File: src/hw/rtl/ddo_pkg.sv
`default_nettype none
package ddo_pkg;

    // Shared unit operation codes
    localparam logic [1:0] OP_MUL        = 2'd0;
    localparam logic [1:0] OP_DIV        = 2'd1;
    localparam logic [1:0] OP_DIV_SCALED = 2'd2;

    // Step counts of the shared unit
    localparam int MUL_STEPS = 26;
    localparam int DIV_STEPS = 50;

    // Fixed-point constants
    localparam logic [29:0] CORDIC_GAIN_Q30 = 30'd652032874;
    localparam logic [25:0] INV_TWO_PI_Q26  = 26'd10680707;
    localparam logic [19:0] AXLE_RESET      = 20'd19200;

    // Request to the shared multiply/divide unit
    typedef struct packed {
        logic [1:0]  op;
        logic [63:0] a;
        logic [25:0] b;
    } alu_req_t;

    // atan(2^-i) as a Q32 fraction of a turn
    function automatic logic [31:0] atan_q32(input logic [4:0] idx);
        logic [31:0] v;
        case (idx)
            5'd0:  v = 32'd536870912;
            5'd1:  v = 32'd316933406;
            5'd2:  v = 32'd167458907;
            5'd3:  v = 32'd85004756;
            5'd4:  v = 32'd42667331;
            5'd5:  v = 32'd21354465;
            5'd6:  v = 32'd10679838;
            5'd7:  v = 32'd5340245;
            5'd8:  v = 32'd2670163;
            5'd9:  v = 32'd1335087;
            5'd10: v = 32'd667544;
            5'd11: v = 32'd333772;
            5'd12: v = 32'd166886;
            5'd13: v = 32'd83443;
            5'd14: v = 32'd41722;
            5'd15: v = 32'd20861;
            5'd16: v = 32'd10430;
            5'd17: v = 32'd5215;
            5'd18: v = 32'd2608;
            5'd19: v = 32'd1304;
            5'd20: v = 32'd652;
            5'd21: v = 32'd326;
            5'd22: v = 32'd163;
            5'd23: v = 32'd81;
            default: v = 32'd0;
        endcase
        return v;
    endfunction

endpackage
`default_nettype wire

File: src/hw/rtl/diff_drive_odometry_step.sv
`default_nettype none
// Channel   Direction  Payload
// s_axis    in         left_speed, right_speed, time_step (tdata)
// m_axis    out        pose_x, pose_y, pose_heading (tdata)
// cfg       in         wheel base (cfg_wdata, cfg_we)
//
// A request goes straight when the wheels match or when the turn rounds to
// nothing, and along an arc otherwise. Every step runs on the shared
// multiply/divide unit or on the CORDIC rotator (CORDIC_ITERATIONS = 16).
// Reset clears the pose and loads the default
// wheel base. s_tready is high only while idle; a full output register holds
// the finished pose and with it the input.
module diff_drive_odometry_step #(
    parameter int CORDIC_ITERATIONS = 16
) (
    input  wire logic        aclk,
    input  wire logic        aresetn,
    input  wire logic        s_tvalid,
    output logic             s_tready,
    input  wire logic [55:0] s_tdata,  // left_speed, right_speed, time_step
    output logic             m_tvalid,
    input  wire logic        m_tready,
    output logic [79:0]      m_tdata,  // pose_x, pose_y, pose_heading
    input  wire logic        cfg_we,
    input  wire logic [19:0] cfg_wdata
);

    localparam logic [3:0] ST_IDLE      = 4'd0;
    localparam logic [3:0] ST_TURN_MUL1 = 4'd1;
    localparam logic [3:0] ST_TURN_MUL2 = 4'd2;
    localparam logic [3:0] ST_TURN_DIV  = 4'd3;
    localparam logic [3:0] ST_LIN_MUL   = 4'd4;
    localparam logic [3:0] ST_LIN_TRIG  = 4'd5;
    localparam logic [3:0] ST_LIN_X     = 4'd6;
    localparam logic [3:0] ST_LIN_Y     = 4'd7;
    localparam logic [3:0] ST_RAD_MUL   = 4'd8;
    localparam logic [3:0] ST_RAD_DIV   = 4'd9;
    localparam logic [3:0] ST_HALF_TRIG = 4'd10;
    localparam logic [3:0] ST_CHORD     = 4'd11;
    localparam logic [3:0] ST_MID_TRIG  = 4'd12;
    localparam logic [3:0] ST_ARC_X     = 4'd13;
    localparam logic [3:0] ST_ARC_Y     = 4'd14;
    localparam logic [3:0] ST_OUT       = 4'd15;

    logic [3:0]  state_reg, state_next;
    logic        issued_reg, issued_next;
    logic [19:0] axle_reg, axle_next;
    logic [19:0] left_reg, left_next;
    logic [19:0] right_reg, right_next;
    logic [15:0] dt_reg, dt_next;
    logic [31:0] pos_x_reg, pos_x_next;
    logic [31:0] pos_y_reg, pos_y_next;
    logic [15:0] heading_reg, heading_next;
    logic [32:0] dth_reg, dth_next;
    logic [63:0] tmp_reg, tmp_next;
    logic [23:0] c_reg, c_next;
    logic [23:0] s_reg, s_next;
    logic        m_tvalid_reg, m_tvalid_next;
    logic [79:0] m_tdata_reg, m_tdata_next;

    ddo_pkg::alu_req_t alu_req;
    logic              alu_start;
    logic              alu_done;
    logic [63:0]       alu_res;
    logic              trig_start;
    logic [31:0]       trig_angle;
    logic              trig_done;
    logic [23:0]       trig_cos;
    logic [23:0]       trig_sin;

    logic [20:0]        diff;
    logic [20:0]        sum;
    logic [19:0]        ax_eff;
    logic [31:0]        old_ang;
    logic [31:0]        new_ang;
    logic signed [63:0] res_s;
    logic signed [63:0] res_sh37;
    logic signed [63:0] res_sh20;

    function automatic logic [31:0] sat_add(input logic [31:0] p, input logic [45:0] d);
        logic [45:0] t;
        logic [31:0] v;
        t = {{14{p[31]}}, p} + d;
        if (!t[45] && (|t[44:31])) begin
            v = 32'h7FFF_FFFF;
        end else if (t[45] && !(&t[44:31])) begin
            v = 32'h8000_0000;
        end else begin
            v = t[31:0];
        end
        return v;
    endfunction

    ddo_alu u_alu (
        .aclk    (aclk),
        .aresetn (aresetn),
        .start   (alu_start),
        .req     (alu_req),
        .done    (alu_done),
        .result  (alu_res)
    );

    ddo_cordic #(
        .CORDIC_ITERATIONS (CORDIC_ITERATIONS)
    ) u_cordic (
        .aclk    (aclk),
        .aresetn (aresetn),
        .start   (trig_start),
        .angle   (trig_angle),
        .done    (trig_done),
        .cos_q20 (trig_cos),
        .sin_q20 (trig_sin)
    );

    // Operand forms shared by several steps
    assign diff     = {left_reg[19], left_reg} - {right_reg[19], right_reg};
    assign sum      = {left_reg[19], left_reg} + {right_reg[19], right_reg};
    assign ax_eff   = (axle_reg == 20'd0) ? 20'd1 : axle_reg;
    assign old_ang  = {heading_reg, 16'h0000};
    assign new_ang  = old_ang + dth_reg[31:0] + 32'h0000_8000;
    assign res_s    = signed'(alu_res);
    assign res_sh37 = res_s >>> 37;
    assign res_sh20 = res_s >>> 20;
    assign s_tready = (state_reg == ST_IDLE);

    always_comb begin
        state_next    = state_reg;
        issued_next   = issued_reg;
        axle_next     = cfg_we ? cfg_wdata : axle_reg;
        left_next     = left_reg;
        right_next    = right_reg;
        dt_next       = dt_reg;
        pos_x_next    = pos_x_reg;
        pos_y_next    = pos_y_reg;
        heading_next  = heading_reg;
        dth_next      = dth_reg;
        tmp_next      = tmp_reg;
        c_next        = c_reg;
        s_next        = s_reg;
        m_tvalid_next = (m_tvalid_reg && m_tready) ? 1'b0 : m_tvalid_reg;
        m_tdata_next  = m_tdata_reg;
        alu_start     = 1'b0;
        alu_req       = '{op: ddo_pkg::OP_MUL, a: 64'd0, b: 26'd0};
        trig_start    = 1'b0;
        trig_angle    = old_ang;

        case (state_reg)
            ST_IDLE: begin
                // Take a new request
                if (s_tvalid) begin
                    left_next  = s_tdata[19:0];
                    right_next = s_tdata[39:20];
                    dt_next    = s_tdata[55:40];
                    state_next = ST_TURN_MUL1;
                end
            end
            ST_TURN_MUL1: begin
                // diff * dt, or go straight when the wheels match
                alu_req = '{op: ddo_pkg::OP_MUL, a: {{43{diff[20]}}, diff},
                            b: {10'd0, dt_reg}};
                if (diff == 21'd0) begin
                    state_next = ST_LIN_MUL;
                end else begin
                    alu_start   = !issued_reg;
                    issued_next = 1'b1;
                    if (alu_done) begin
                        tmp_next    = alu_res;
                        issued_next = 1'b0;
                        state_next  = ST_TURN_MUL2;
                    end
                end
            end
            ST_TURN_MUL2: begin
                // Scale to turns
                alu_req     = '{op: ddo_pkg::OP_MUL, a: tmp_reg,
                                b: ddo_pkg::INV_TWO_PI_Q26};
                alu_start   = !issued_reg;
                issued_next = 1'b1;
                if (alu_done) begin
                    tmp_next    = alu_res;
                    issued_next = 1'b0;
                    state_next  = ST_TURN_DIV;
                end
            end
            ST_TURN_DIV: begin
                // Turn angle over axle * 1024
                alu_req     = '{op: ddo_pkg::OP_DIV_SCALED, a: tmp_reg,
                                b: {6'd0, ax_eff}};
                alu_start   = !issued_reg;
                issued_next = 1'b1;
                if (alu_done) begin
                    dth_next    = alu_res[32:0];
                    issued_next = 1'b0;
                    state_next  = (alu_res == 64'd0) ? ST_LIN_MUL : ST_RAD_MUL;
                end
            end
            ST_LIN_MUL: begin
                // Distance sum * dt
                alu_req     = '{op: ddo_pkg::OP_MUL, a: {{43{sum[20]}}, sum},
                                b: {10'd0, dt_reg}};
                alu_start   = !issued_reg;
                issued_next = 1'b1;
                if (alu_done) begin
                    tmp_next    = alu_res;
                    issued_next = 1'b0;
                    state_next  = ST_LIN_TRIG;
                end
            end
            ST_LIN_TRIG: begin
                trig_angle  = old_ang;
                trig_start  = !issued_reg;
                issued_next = 1'b1;
                if (trig_done) begin
                    c_next      = trig_cos;
                    s_next      = trig_sin;
                    issued_next = 1'b0;
                    state_next  = ST_LIN_X;
                end
            end
            ST_LIN_X: begin
                alu_req     = '{op: ddo_pkg::OP_MUL, a: tmp_reg,
                                b: {{2{c_reg[23]}}, c_reg}};
                alu_start   = !issued_reg;
                issued_next = 1'b1;
                if (alu_done) begin
                    pos_x_next  = sat_add(pos_x_reg, res_sh37[45:0]);
                    issued_next = 1'b0;
                    state_next  = ST_LIN_Y;
                end
            end
            ST_LIN_Y: begin
                alu_req     = '{op: ddo_pkg::OP_MUL, a: tmp_reg,
                                b: {{2{s_reg[23]}}, s_reg}};
                alu_start   = !issued_reg;
                issued_next = 1'b1;
                if (alu_done) begin
                    pos_y_next  = sat_add(pos_y_reg, res_sh37[45:0]);
                    issued_next = 1'b0;
                    state_next  = ST_OUT;
                end
            end
            ST_RAD_MUL: begin
                // axle * sum for the radius
                alu_req     = '{op: ddo_pkg::OP_MUL, a: {44'd0, ax_eff},
                                b: {{5{sum[20]}}, sum}};
                alu_start   = !issued_reg;
                issued_next = 1'b1;
                if (alu_done) begin
                    tmp_next    = alu_res;
                    issued_next = 1'b0;
                    state_next  = ST_RAD_DIV;
                end
            end
            ST_RAD_DIV: begin
                alu_req     = '{op: ddo_pkg::OP_DIV, a: tmp_reg,
                                b: {{4{diff[20]}}, diff, 1'b0}};
                alu_start   = !issued_reg;
                issued_next = 1'b1;
                if (alu_done) begin
                    tmp_next    = alu_res;
                    issued_next = 1'b0;
                    state_next  = ST_HALF_TRIG;
                end
            end
            ST_HALF_TRIG: begin
                trig_angle  = dth_reg[32:1];
                trig_start  = !issued_reg;
                issued_next = 1'b1;
                if (trig_done) begin
                    s_next      = trig_sin;
                    issued_next = 1'b0;
                    state_next  = ST_CHORD;
                end
            end
            ST_CHORD: begin
                // Chord 2 * R * sin(h)
                alu_req     = '{op: ddo_pkg::OP_MUL, a: {tmp_reg[62:0], 1'b0},
                                b: {{2{s_reg[23]}}, s_reg}};
                alu_start   = !issued_reg;
                issued_next = 1'b1;
                if (alu_done) begin
                    tmp_next    = res_sh20;
                    issued_next = 1'b0;
                    state_next  = ST_MID_TRIG;
                end
            end
            ST_MID_TRIG: begin
                trig_angle  = old_ang + dth_reg[32:1];
                trig_start  = !issued_reg;
                issued_next = 1'b1;
                if (trig_done) begin
                    c_next      = trig_cos;
                    s_next      = trig_sin;
                    issued_next = 1'b0;
                    state_next  = ST_ARC_X;
                end
            end
            ST_ARC_X: begin
                alu_req     = '{op: ddo_pkg::OP_MUL, a: tmp_reg,
                                b: {{2{c_reg[23]}}, c_reg}};
                alu_start   = !issued_reg;
                issued_next = 1'b1;
                if (alu_done) begin
                    pos_x_next  = sat_add(pos_x_reg, res_sh20[45:0]);
                    issued_next = 1'b0;
                    state_next  = ST_ARC_Y;
                end
            end
            ST_ARC_Y: begin
                // Last step of the arc also advances the heading
                alu_req     = '{op: ddo_pkg::OP_MUL, a: tmp_reg,
                                b: {{2{s_reg[23]}}, s_reg}};
                alu_start   = !issued_reg;
                issued_next = 1'b1;
                if (alu_done) begin
                    pos_y_next   = sat_add(pos_y_reg, res_sh20[45:0]);
                    heading_next = new_ang[31:16];
                    issued_next  = 1'b0;
                    state_next   = ST_OUT;
                end
            end
            ST_OUT: begin
                // Hold until the output register is free
                if (!m_tvalid_reg || m_tready) begin
                    m_tvalid_next = 1'b1;
                    m_tdata_next  = {heading_reg, pos_y_reg, pos_x_reg};
                    state_next    = ST_IDLE;
                end
            end
            default: state_next = ST_IDLE;
        endcase
    end

    always_ff @(posedge aclk) begin
        if (!aresetn) begin
            state_reg    <= ST_IDLE;
            issued_reg   <= 1'b0;
            axle_reg     <= ddo_pkg::AXLE_RESET;
            pos_x_reg    <= 32'd0;
            pos_y_reg    <= 32'd0;
            heading_reg  <= 16'd0;
            m_tvalid_reg <= 1'b0;
        end else begin
            state_reg    <= state_next;
            issued_reg   <= issued_next;
            axle_reg     <= axle_next;
            pos_x_reg    <= pos_x_next;
            pos_y_reg    <= pos_y_next;
            heading_reg  <= heading_next;
            m_tvalid_reg <= m_tvalid_next;
        end
        left_reg    <= left_next;
        right_reg   <= right_next;
        dt_reg      <= dt_next;
        dth_reg     <= dth_next;
        tmp_reg     <= tmp_next;
        c_reg       <= c_next;
        s_reg       <= s_next;
        m_tdata_reg <= m_tdata_next;
    end

    assign m_tvalid = m_tvalid_reg;
    assign m_tdata  = m_tdata_reg;

endmodule
`default_nettype wire

File: src/hw/rtl/ddo_alu.sv
`default_nettype none
module ddo_alu (
    input  wire logic              aclk,
    input  wire logic              aresetn,
    input  wire logic              start,
    input  wire ddo_pkg::alu_req_t req,
    output logic                   done,
    output logic [63:0]            result
);

    localparam logic [1:0] U_IDLE = 2'd0;
    localparam logic [1:0] U_RUN  = 2'd1;
    localparam logic [1:0] U_FIX  = 2'd2;

    localparam logic [5:0] MUL_LAST = 6'(ddo_pkg::MUL_STEPS - 1);
    localparam logic [5:0] DIV_LAST = 6'(ddo_pkg::DIV_STEPS - 1);

    logic [1:0]  st_reg, st_next;
    logic [5:0]  cnt_reg, cnt_next;
    logic        div_reg, div_next;
    logic        neg_reg, neg_next;
    logic [63:0] acc_reg, acc_next;
    logic [63:0] mcand_reg, mcand_next;
    logic [25:0] mplier_reg, mplier_next;
    logic [49:0] dvd_reg, dvd_next;
    logic [20:0] dvs_reg, dvs_next;
    logic [20:0] rem_reg, rem_next;
    logic [63:0] res_reg, res_next;
    logic        done_reg, done_next;

    logic [63:0] mag_a;
    logic [25:0] mag_b;
    logic [63:0] addend;
    logic [21:0] shifted;
    logic [22:0] trial;

    always_comb begin
        st_next     = st_reg;
        cnt_next    = cnt_reg;
        div_next    = div_reg;
        neg_next    = neg_reg;
        acc_next    = acc_reg;
        mcand_next  = mcand_reg;
        mplier_next = mplier_reg;
        dvd_next    = dvd_reg;
        dvs_next    = dvs_reg;
        rem_next    = rem_reg;
        res_next    = res_reg;
        done_next   = 1'b0;

        mag_a   = req.a[63] ? (~req.a + 64'd1) : req.a;
        mag_b   = req.b[25] ? (~req.b + 26'd1) : req.b;
        addend  = mplier_reg[0] ? mcand_reg : 64'd0;
        shifted = {rem_reg, dvd_reg[49]};
        trial   = {1'b0, shifted} - {2'b00, dvs_reg};

        case (st_reg)
            U_IDLE: begin
                // Load operands for the requested operation
                if (start) begin
                    st_next     = U_RUN;
                    cnt_next    = 6'd0;
                    acc_next    = 64'd0;
                    rem_next    = 21'd0;
                    mcand_next  = req.a;
                    mplier_next = req.b;
                    dvs_next    = mag_b[20:0];
                    case (req.op)
                        ddo_pkg::OP_MUL: begin
                            div_next = 1'b0;
                            neg_next = 1'b0;
                            dvd_next = mag_a[49:0];
                        end
                        ddo_pkg::OP_DIV_SCALED: begin
                            div_next = 1'b1;
                            neg_next = req.a[63] ^ req.b[25];
                            dvd_next = mag_a[59:10];
                        end
                        default: begin
                            div_next = 1'b1;
                            neg_next = req.a[63] ^ req.b[25];
                            dvd_next = mag_a[49:0];
                        end
                    endcase
                end
            end
            U_RUN: begin
                if (div_reg) begin
                    // One restoring quotient bit
                    dvd_next = {dvd_reg[48:0], 1'b0};
                    if (!trial[22]) begin
                        rem_next = trial[20:0];
                        acc_next = {acc_reg[62:0], 1'b1};
                    end else begin
                        rem_next = shifted[20:0];
                        acc_next = {acc_reg[62:0], 1'b0};
                    end
                end else begin
                    // One multiplier bit; the top bit weighs negative
                    acc_next    = (cnt_reg == MUL_LAST) ? (acc_reg - addend)
                                                        : (acc_reg + addend);
                    mcand_next  = {mcand_reg[62:0], 1'b0};
                    mplier_next = {1'b0, mplier_reg[25:1]};
                end
                cnt_next = cnt_reg + 6'd1;
                if (cnt_reg == (div_reg ? DIV_LAST : MUL_LAST)) begin
                    st_next = U_FIX;
                end
            end
            U_FIX: begin
                // Apply quotient sign and hand over
                res_next  = neg_reg ? (~acc_reg + 64'd1) : acc_reg;
                done_next = 1'b1;
                st_next   = U_IDLE;
            end
            default: st_next = U_IDLE;
        endcase
    end

    always_ff @(posedge aclk) begin
        if (!aresetn) begin
            st_reg   <= U_IDLE;
            done_reg <= 1'b0;
        end else begin
            st_reg   <= st_next;
            done_reg <= done_next;
        end
        cnt_reg    <= cnt_next;
        div_reg    <= div_next;
        neg_reg    <= neg_next;
        acc_reg    <= acc_next;
        mcand_reg  <= mcand_next;
        mplier_reg <= mplier_next;
        dvd_reg    <= dvd_next;
        dvs_reg    <= dvs_next;
        rem_reg    <= rem_next;
        res_reg    <= res_next;
    end

    assign done   = done_reg;
    assign result = res_reg;

endmodule
`default_nettype wire

File: src/hw/rtl/ddo_cordic.sv
`default_nettype none
module ddo_cordic #(
    parameter int CORDIC_ITERATIONS = 16
) (
    input  wire logic        aclk,
    input  wire logic        aresetn,
    input  wire logic        start,
    input  wire logic [31:0] angle,
    output logic             done,
    output logic [23:0]      cos_q20,
    output logic [23:0]      sin_q20
);

    localparam int IW = $clog2(CORDIC_ITERATIONS);
    localparam logic [IW-1:0] LAST = IW'(CORDIC_ITERATIONS - 1);

    localparam logic [1:0] C_IDLE = 2'd0;
    localparam logic [1:0] C_RUN  = 2'd1;
    localparam logic [1:0] C_FIX  = 2'd2;

    logic [1:0]        st_reg, st_next;
    logic [IW-1:0]     i_reg, i_next;
    logic              flip_reg, flip_next;
    logic signed [33:0] x_reg, x_next;
    logic signed [33:0] y_reg, y_next;
    logic signed [33:0] z_reg, z_next;
    logic [23:0]       cos_reg, cos_next;
    logic [23:0]       sin_reg, sin_next;
    logic              done_reg, done_next;

    logic [31:0]        quad;
    logic [31:0]        folded;
    logic signed [33:0] x_sh;
    logic signed [33:0] y_sh;
    logic signed [33:0] atan_v;
    logic signed [33:0] x_fin;
    logic signed [33:0] y_fin;

    always_comb begin
        st_next   = st_reg;
        i_next    = i_reg;
        flip_next = flip_reg;
        x_next    = x_reg;
        y_next    = y_reg;
        z_next    = z_reg;
        cos_next  = cos_reg;
        sin_next  = sin_reg;
        done_next = 1'b0;

        quad   = angle + 32'h4000_0000;
        folded = quad[31] ? (angle ^ 32'h8000_0000) : angle;
        x_sh   = x_reg >>> i_reg;
        y_sh   = y_reg >>> i_reg;
        atan_v = signed'({2'b00, ddo_pkg::atan_q32(5'(i_reg))});
        x_fin  = flip_reg ? -x_reg : x_reg;
        y_fin  = flip_reg ? -y_reg : y_reg;

        case (st_reg)
            C_IDLE: begin
                // Fold the angle into the right half plane
                if (start) begin
                    flip_next = quad[31];
                    x_next    = signed'({4'b0000, ddo_pkg::CORDIC_GAIN_Q30});
                    y_next    = '0;
                    z_next    = signed'({{2{folded[31]}}, folded});
                    i_next    = '0;
                    st_next   = C_RUN;
                end
            end
            C_RUN: begin
                // Rotate towards zero residual angle
                if (!z_reg[33]) begin
                    x_next = x_reg - y_sh;
                    y_next = y_reg + x_sh;
                    z_next = z_reg - atan_v;
                end else begin
                    x_next = x_reg + y_sh;
                    y_next = y_reg - x_sh;
                    z_next = z_reg + atan_v;
                end
                i_next = i_reg + 1'b1;
                if (i_reg == LAST) begin
                    st_next = C_FIX;
                end
            end
            C_FIX: begin
                // Undo the fold and drop to Q20
                cos_next  = x_fin[33:10];
                sin_next  = y_fin[33:10];
                done_next = 1'b1;
                st_next   = C_IDLE;
            end
            default: st_next = C_IDLE;
        endcase
    end

    always_ff @(posedge aclk) begin
        if (!aresetn) begin
            st_reg   <= C_IDLE;
            done_reg <= 1'b0;
        end else begin
            st_reg   <= st_next;
            done_reg <= done_next;
        end
        i_reg    <= i_next;
        flip_reg <= flip_next;
        x_reg    <= x_next;
        y_reg    <= y_next;
        z_reg    <= z_next;
        cos_reg  <= cos_next;
        sin_reg  <= sin_next;
    end

    assign done    = done_reg;
    assign cos_q20 = cos_reg;
    assign sin_q20 = sin_reg;

endmodule
`default_nettype wire
File: config.mk
export PLATFORM = sky130hd
export DESIGN_NAME = diff_drive_odometry_step
export DESIGN_NICKNAME = d
export VERILOG_FILES = /design/src/hw/rtl/ddo_pkg.sv /design/src/hw/rtl/diff_drive_odometry_step.sv /design/src/hw/rtl/ddo_alu.sv /design/src/hw/rtl/ddo_cordic.sv
export SDC_FILE = /design/constraint.sdc
export NUM_CORES = 2
export LEC_CHECK = 0
export ABC_AREA = 1
export BUFFER_PORTS_ARGS = -buffer_cell sky130_fd_sc_hd__buf_4
export CAP_MARGIN = 25
export CORE_ASPECT_RATIO = 1.25
export CORE_MARGIN = 5
export CORE_UTILIZATION = 49
export CTS_BUF_LIST = sky130_fd_sc_hd__clkbuf_2
export CTS_CLUSTER_SIZE = 12
export DETAILED_ROUTE_END_ITERATION = 10
export PLACE_DENSITY = 0.7
export SLEW_MARGIN = 10
export SYNTH_ARGS = -nofsm -noshare
export SYNTH_HDL_FRONTEND = slang
export SYNTH_SLANG_ARGS = --single-unit
File: constraint.sdc
create_clock -name aclk -period 5.9 [get_ports aclk]
set_clock_uncertainty 0.05 [all_clocks]
set_input_delay 1.18 -clock aclk [delete_from_list [all_inputs] [get_ports aclk]]
set_output_delay 1.18 -clock aclk [all_outputs]
set_load 0.03 [all_outputs]
==> impl_metrics.env <==
export IMPL_outcome="complete, no violations"
export IMPL_crit_type="flop to flop"
export IMPL_cap_violations=0
export IMPL_cp_depth=25
export IMPL_synth_top_family_by_area="simple AND/OR/NAND/NOR gates"
export IMPL_io_buffer_count=162
export IMPL_ys_flop_type="edfxtp_1"
export IMPL_seqPwrFrac_pct=29.1
export IMPL_use_met2_pct=59.09
export IMPL_synthesis_nets=10519
export IMPL_muxShareOfSynthArea_pct=0.6649
export IMPL_fp_dieArea_sq_um=155300
export IMPL_htreeDepth=4
export IMPL_layout_nets=10946
export IMPL_first_pass_iters=9
export IMPL_grt_pass1_wl_mm=433.5
export IMPL_p_per_area_nw_per_um2=431.4
export IMPL_grt_usage_pct=36.78
export IMPL_synth_simple_area_share_pct=26.01
export IMPL_first_global_vias=70610
export IMPL_die_y_um=439.4
export IMPL_finalWirelength_mm=296.3
export IMPL_slowest_delay_ns=0.41
export IMPL_post_drt_wl_per_cell_um=23.59
export IMPL_synth_top_area_cell="edfxtp_1"
export IMPL_via_count=74159
export IMPL_gr_max_usage_layer="met2"
export IMPL_slew_violations=0
export IMPL_largest_register_ffs=80
export IMPL_reg2regPathDepth=25
export IMPL_p_int_w=0.01687
export IMPL_syn_area_per_cell_sq_um=7.223
export IMPL_ys_warn_count=0
export IMPL_start_util_pct=49.31
export IMPL_io_pin_count=163
export IMPL_crit_arrival_ns=7.03
export IMPL_r2r_start="u_cordic.i_reg[0]"
export IMPL_die_width_um=353.5
export IMPL_tightestPinTransition_ns=1.275
export IMPL_drt_first_iter_violations=8518
export IMPL_final_cell_area_sq_um=80430
export IMPL_irDropWorstVdd_mv=0.4218
export IMPL_ys_ff_latch=895
export IMPL_ys_types=67
export IMPL_post_dp_cell_area_sq_um=75960
export IMPL_synth_top_area_share_pct=31.29
export IMPL_fin_total_pwr_w=0.03469
export IMPL_ant_nets=0
export IMPL_switching_power_w=0.01783
export IMPL_n_fill_cell=14194
export IMPL_dp_hpwl_mm=233.4
export IMPL_async_flop_share_pct=0
export IMPL_slew_headroom_pct=14.98
export IMPL_gp_congestion=1.069
export IMPL_synth_compound_area_share_pct=15.85
export IMPL_synthToLayoutAreaGrowth_pct=11.30
export IMPL_insertion_delay_ns=1.85
export IMPL_synth_adder_area_share_pct=7.632
export IMPL_grt_util_met1_pct=45.15
export IMPL_clkSinkCount=895
export IMPL_p_leak_nw=36.71
export IMPL_hold_start="s_tdata[46]"
export IMPL_clock_power_share_pct=14.3
export IMPL_crit_path_end_kind="flop"
export IMPL_cts_tree="done"
export IMPL_synth_xor_area_share_pct=6.423
export IMPL_critPathLaunchType="flop"
export IMPL_min_path_type="primary input to flop"
export IMPL_fp_row_count=157
export IMPL_drive_gt1_share_pct=7.768
export IMPL_drc_errors=0
export IMPL_grt_overflow_total=0
export IMPL_critical_path_top_delay_family="compound AO/OA/AOI/OAI gates"
export IMPL_worstHoldPathCells=2
export IMPL_ys_top_cells_by_area="edfxtp_1, nand2_1, ha_1, inv_1, o21ai_0"
export IMPL_antenna_found_initial=16
export IMPL_clk_pin_slew_worst_paths_ns=0.13
export IMPL_cp_num_buf_inv=3
export IMPL_comb_power_share_pct=56.6
export IMPL_hold_viol=0
export IMPL_cp_common_cell="o21ai_0"
export IMPL_clk_path_buf_depth=3
export IMPL_setup_viol=0
export IMPL_netlist_instances=10005
export IMPL_slowest_stage="o21ai_0"
export IMPL_fin_crit_sh_pct=93.86
export IMPL_synth_area_sq_um=72270
export IMPL_r2r_slack_ns=0.36
export IMPL_p_sw_share_pct=51.38
export IMPL_fmax_ghz=0.1806
export IMPL_period_minus_slack_ns=5.538
export IMPL_synth_edff_count=753
export IMPL_grt_max_degree=106
export IMPL_cts_made_buffers=229
export IMPL_core_area_sq_um=146500
export IMPL_crit_path_max_fanout=40
export IMPL_ys_seq_area_share_pct=35.22
export IMPL_timing_hold_ws_ns=0.2212
export IMPL_grt_util_met3_pct=8.879
export IMPL_hold_end="dt_reg[6]"
export IMPL_r2r_end="u_cordic.y_reg[33]"
export IMPL_required_ns=7.39
export IMPL_viasPerCell=5.904
export IMPL_cts_root_buf="clkbuf_2"
export IMPL_critPathLaunch="u_cordic.i_reg[0]"
-- timing repair --
action                                  4_1_cts  5_1_grt
endpoints found under the hold margin       137        0
resized for setup                             0       37
endpoints found under the setup margin        0       24
buffers inserted                              0        1
hold buffers                                182        0
-- cells in the mapped netlist (14+ instances only) --
cell type and count:
o31ai_1 15, clkbuf_1 186, edfxtp_1 753, and2_1 14
mux2i_1 48, nand2_1 2561, nand3_1 564, nor3_1 118
nor4_1 72, xor2_1 393, ha_1 420, o21ai_0 771
o21bai_1 50, o221ai_1 19, nand4_1 147, a21oi_1 729
a21o_1 35, inv_1 1217, nor2_1 935, a21boi_0 32
a31oi_1 97, o22ai_1 37, a221oi_1 19, nand3b_1 21
o211ai_1 48, a211oi_1 16, a22oi_1 52, or2_2 42
buf_2 69, o21ai_1 33, o21a_1 51, buf_1 33
dfxtp_1 142, xnor2_1 137
-- worst max-delay path by stage --
| stage | end | slack, ns |
|---|---|---|
| 4_1_cts | u_cordic.y_reg[29] | 0.37 |
| 3_3_place_gp | u_alu.acc_reg[43] | 0.43 |
| 6_report | u_cordic.y_reg[33] | 0.36 |
| 5_1_grt | u_alu.acc_reg[56] | -0.02 |
| 2_1_floorplan | tmp_reg[0] | 0.0006 |
| 3_5_place_dp | u_alu.acc_reg[56] | 0.43 |
-- kinds of logic after synthesis --
family	Yosys count
and+or+nand+nor	4521
muxes	48
buffers and inverters	1535
adders and majority gates	433
xor gates and xnor gates	530
DFF	895
AOI/OAI and AO/OA	2043
-- per-stage QoR --
stage	setup slack, ns	instances	utilization [%]	TNS, ns
floorplan	0.0006009	10005	-	0
global placement	0.4303	11919	51.79	0
detailed placement	0.4312	11922	51.83	0
CTS	0.3685	12537	54.72	0
global route	-0.01840	12552	54.87	-0.04632
finish	0.3620	12561	54.88	0
-- placed cells by master (no fill, tap or decap), types with 35 or more instances in the layout --
cell type and count:
a21o_1 35, a21oi_1 722, a22oi_1 52, a31oi_1 95, buf_4 304, clkbuf_2 311
clkinv_1 72, dfxtp_1 142, dlygate4sd3_1 182, edfxtp_1 753, ha_1 418, inv_1 1213
mux2i_1 48, nand2_1 2556, nand3_1 562, nand4_1 147, nor2_1 919, nor3_1 117
nor4_1 70, o211ai_1 48, o21a_1 51, o21ai_0 762, o21ai_1 42, o21bai_1 50
o22ai_1 36, or2_2 42, xnor2_1 137, xor2_1 390
-- final cells by class --
type | instances | area (sq um) | area share (%)
well taps | 1908 | 2387 | 2.968
clock buffers | 311 | 1556 | 1.935
multi-input cells | 7575 | 41110 | 51.12
flip-flops and latches | 895 | 25450 | 31.65
repair buffers | 501 | 4395 | 5.465
diodes | 19 | 47.55 | 0.05912
clock inverters | 122 | 848.3 | 1.055
inverters | 1230 | 4624 | 5.750
-- per-layer routing --
| layer | up-vias | part of all wire, % |
|---|---|---|
| li1 | 34701 | - |
| met1 | 34432 | 38 |
| met2 | 4072 | 45 |
| met3 | 946 | 10 |
| met4 | 8 | 7.0 |
| met5 | - | 0.017 |
-- power by group through the flow --
| stage | combinational [W] | sequential (W) | clock [W] |
|---|---|---|---|
| floorplan | 0.0128 | 0.00964 | 0 |
| global placement | 0.0186 | 0.0102 | 0 |
| detailed placement | 0.0188 | 0.0102 | 0 |
| CTS | 0.0190 | 0.0100 | 0.00505 |
| global route | 0.0213 | 0.0101 | 0.00539 |
| finish | 0.0196 | 0.0101 | 0.00496 |
No activity file was read; power rests on OpenSTA's default activity.
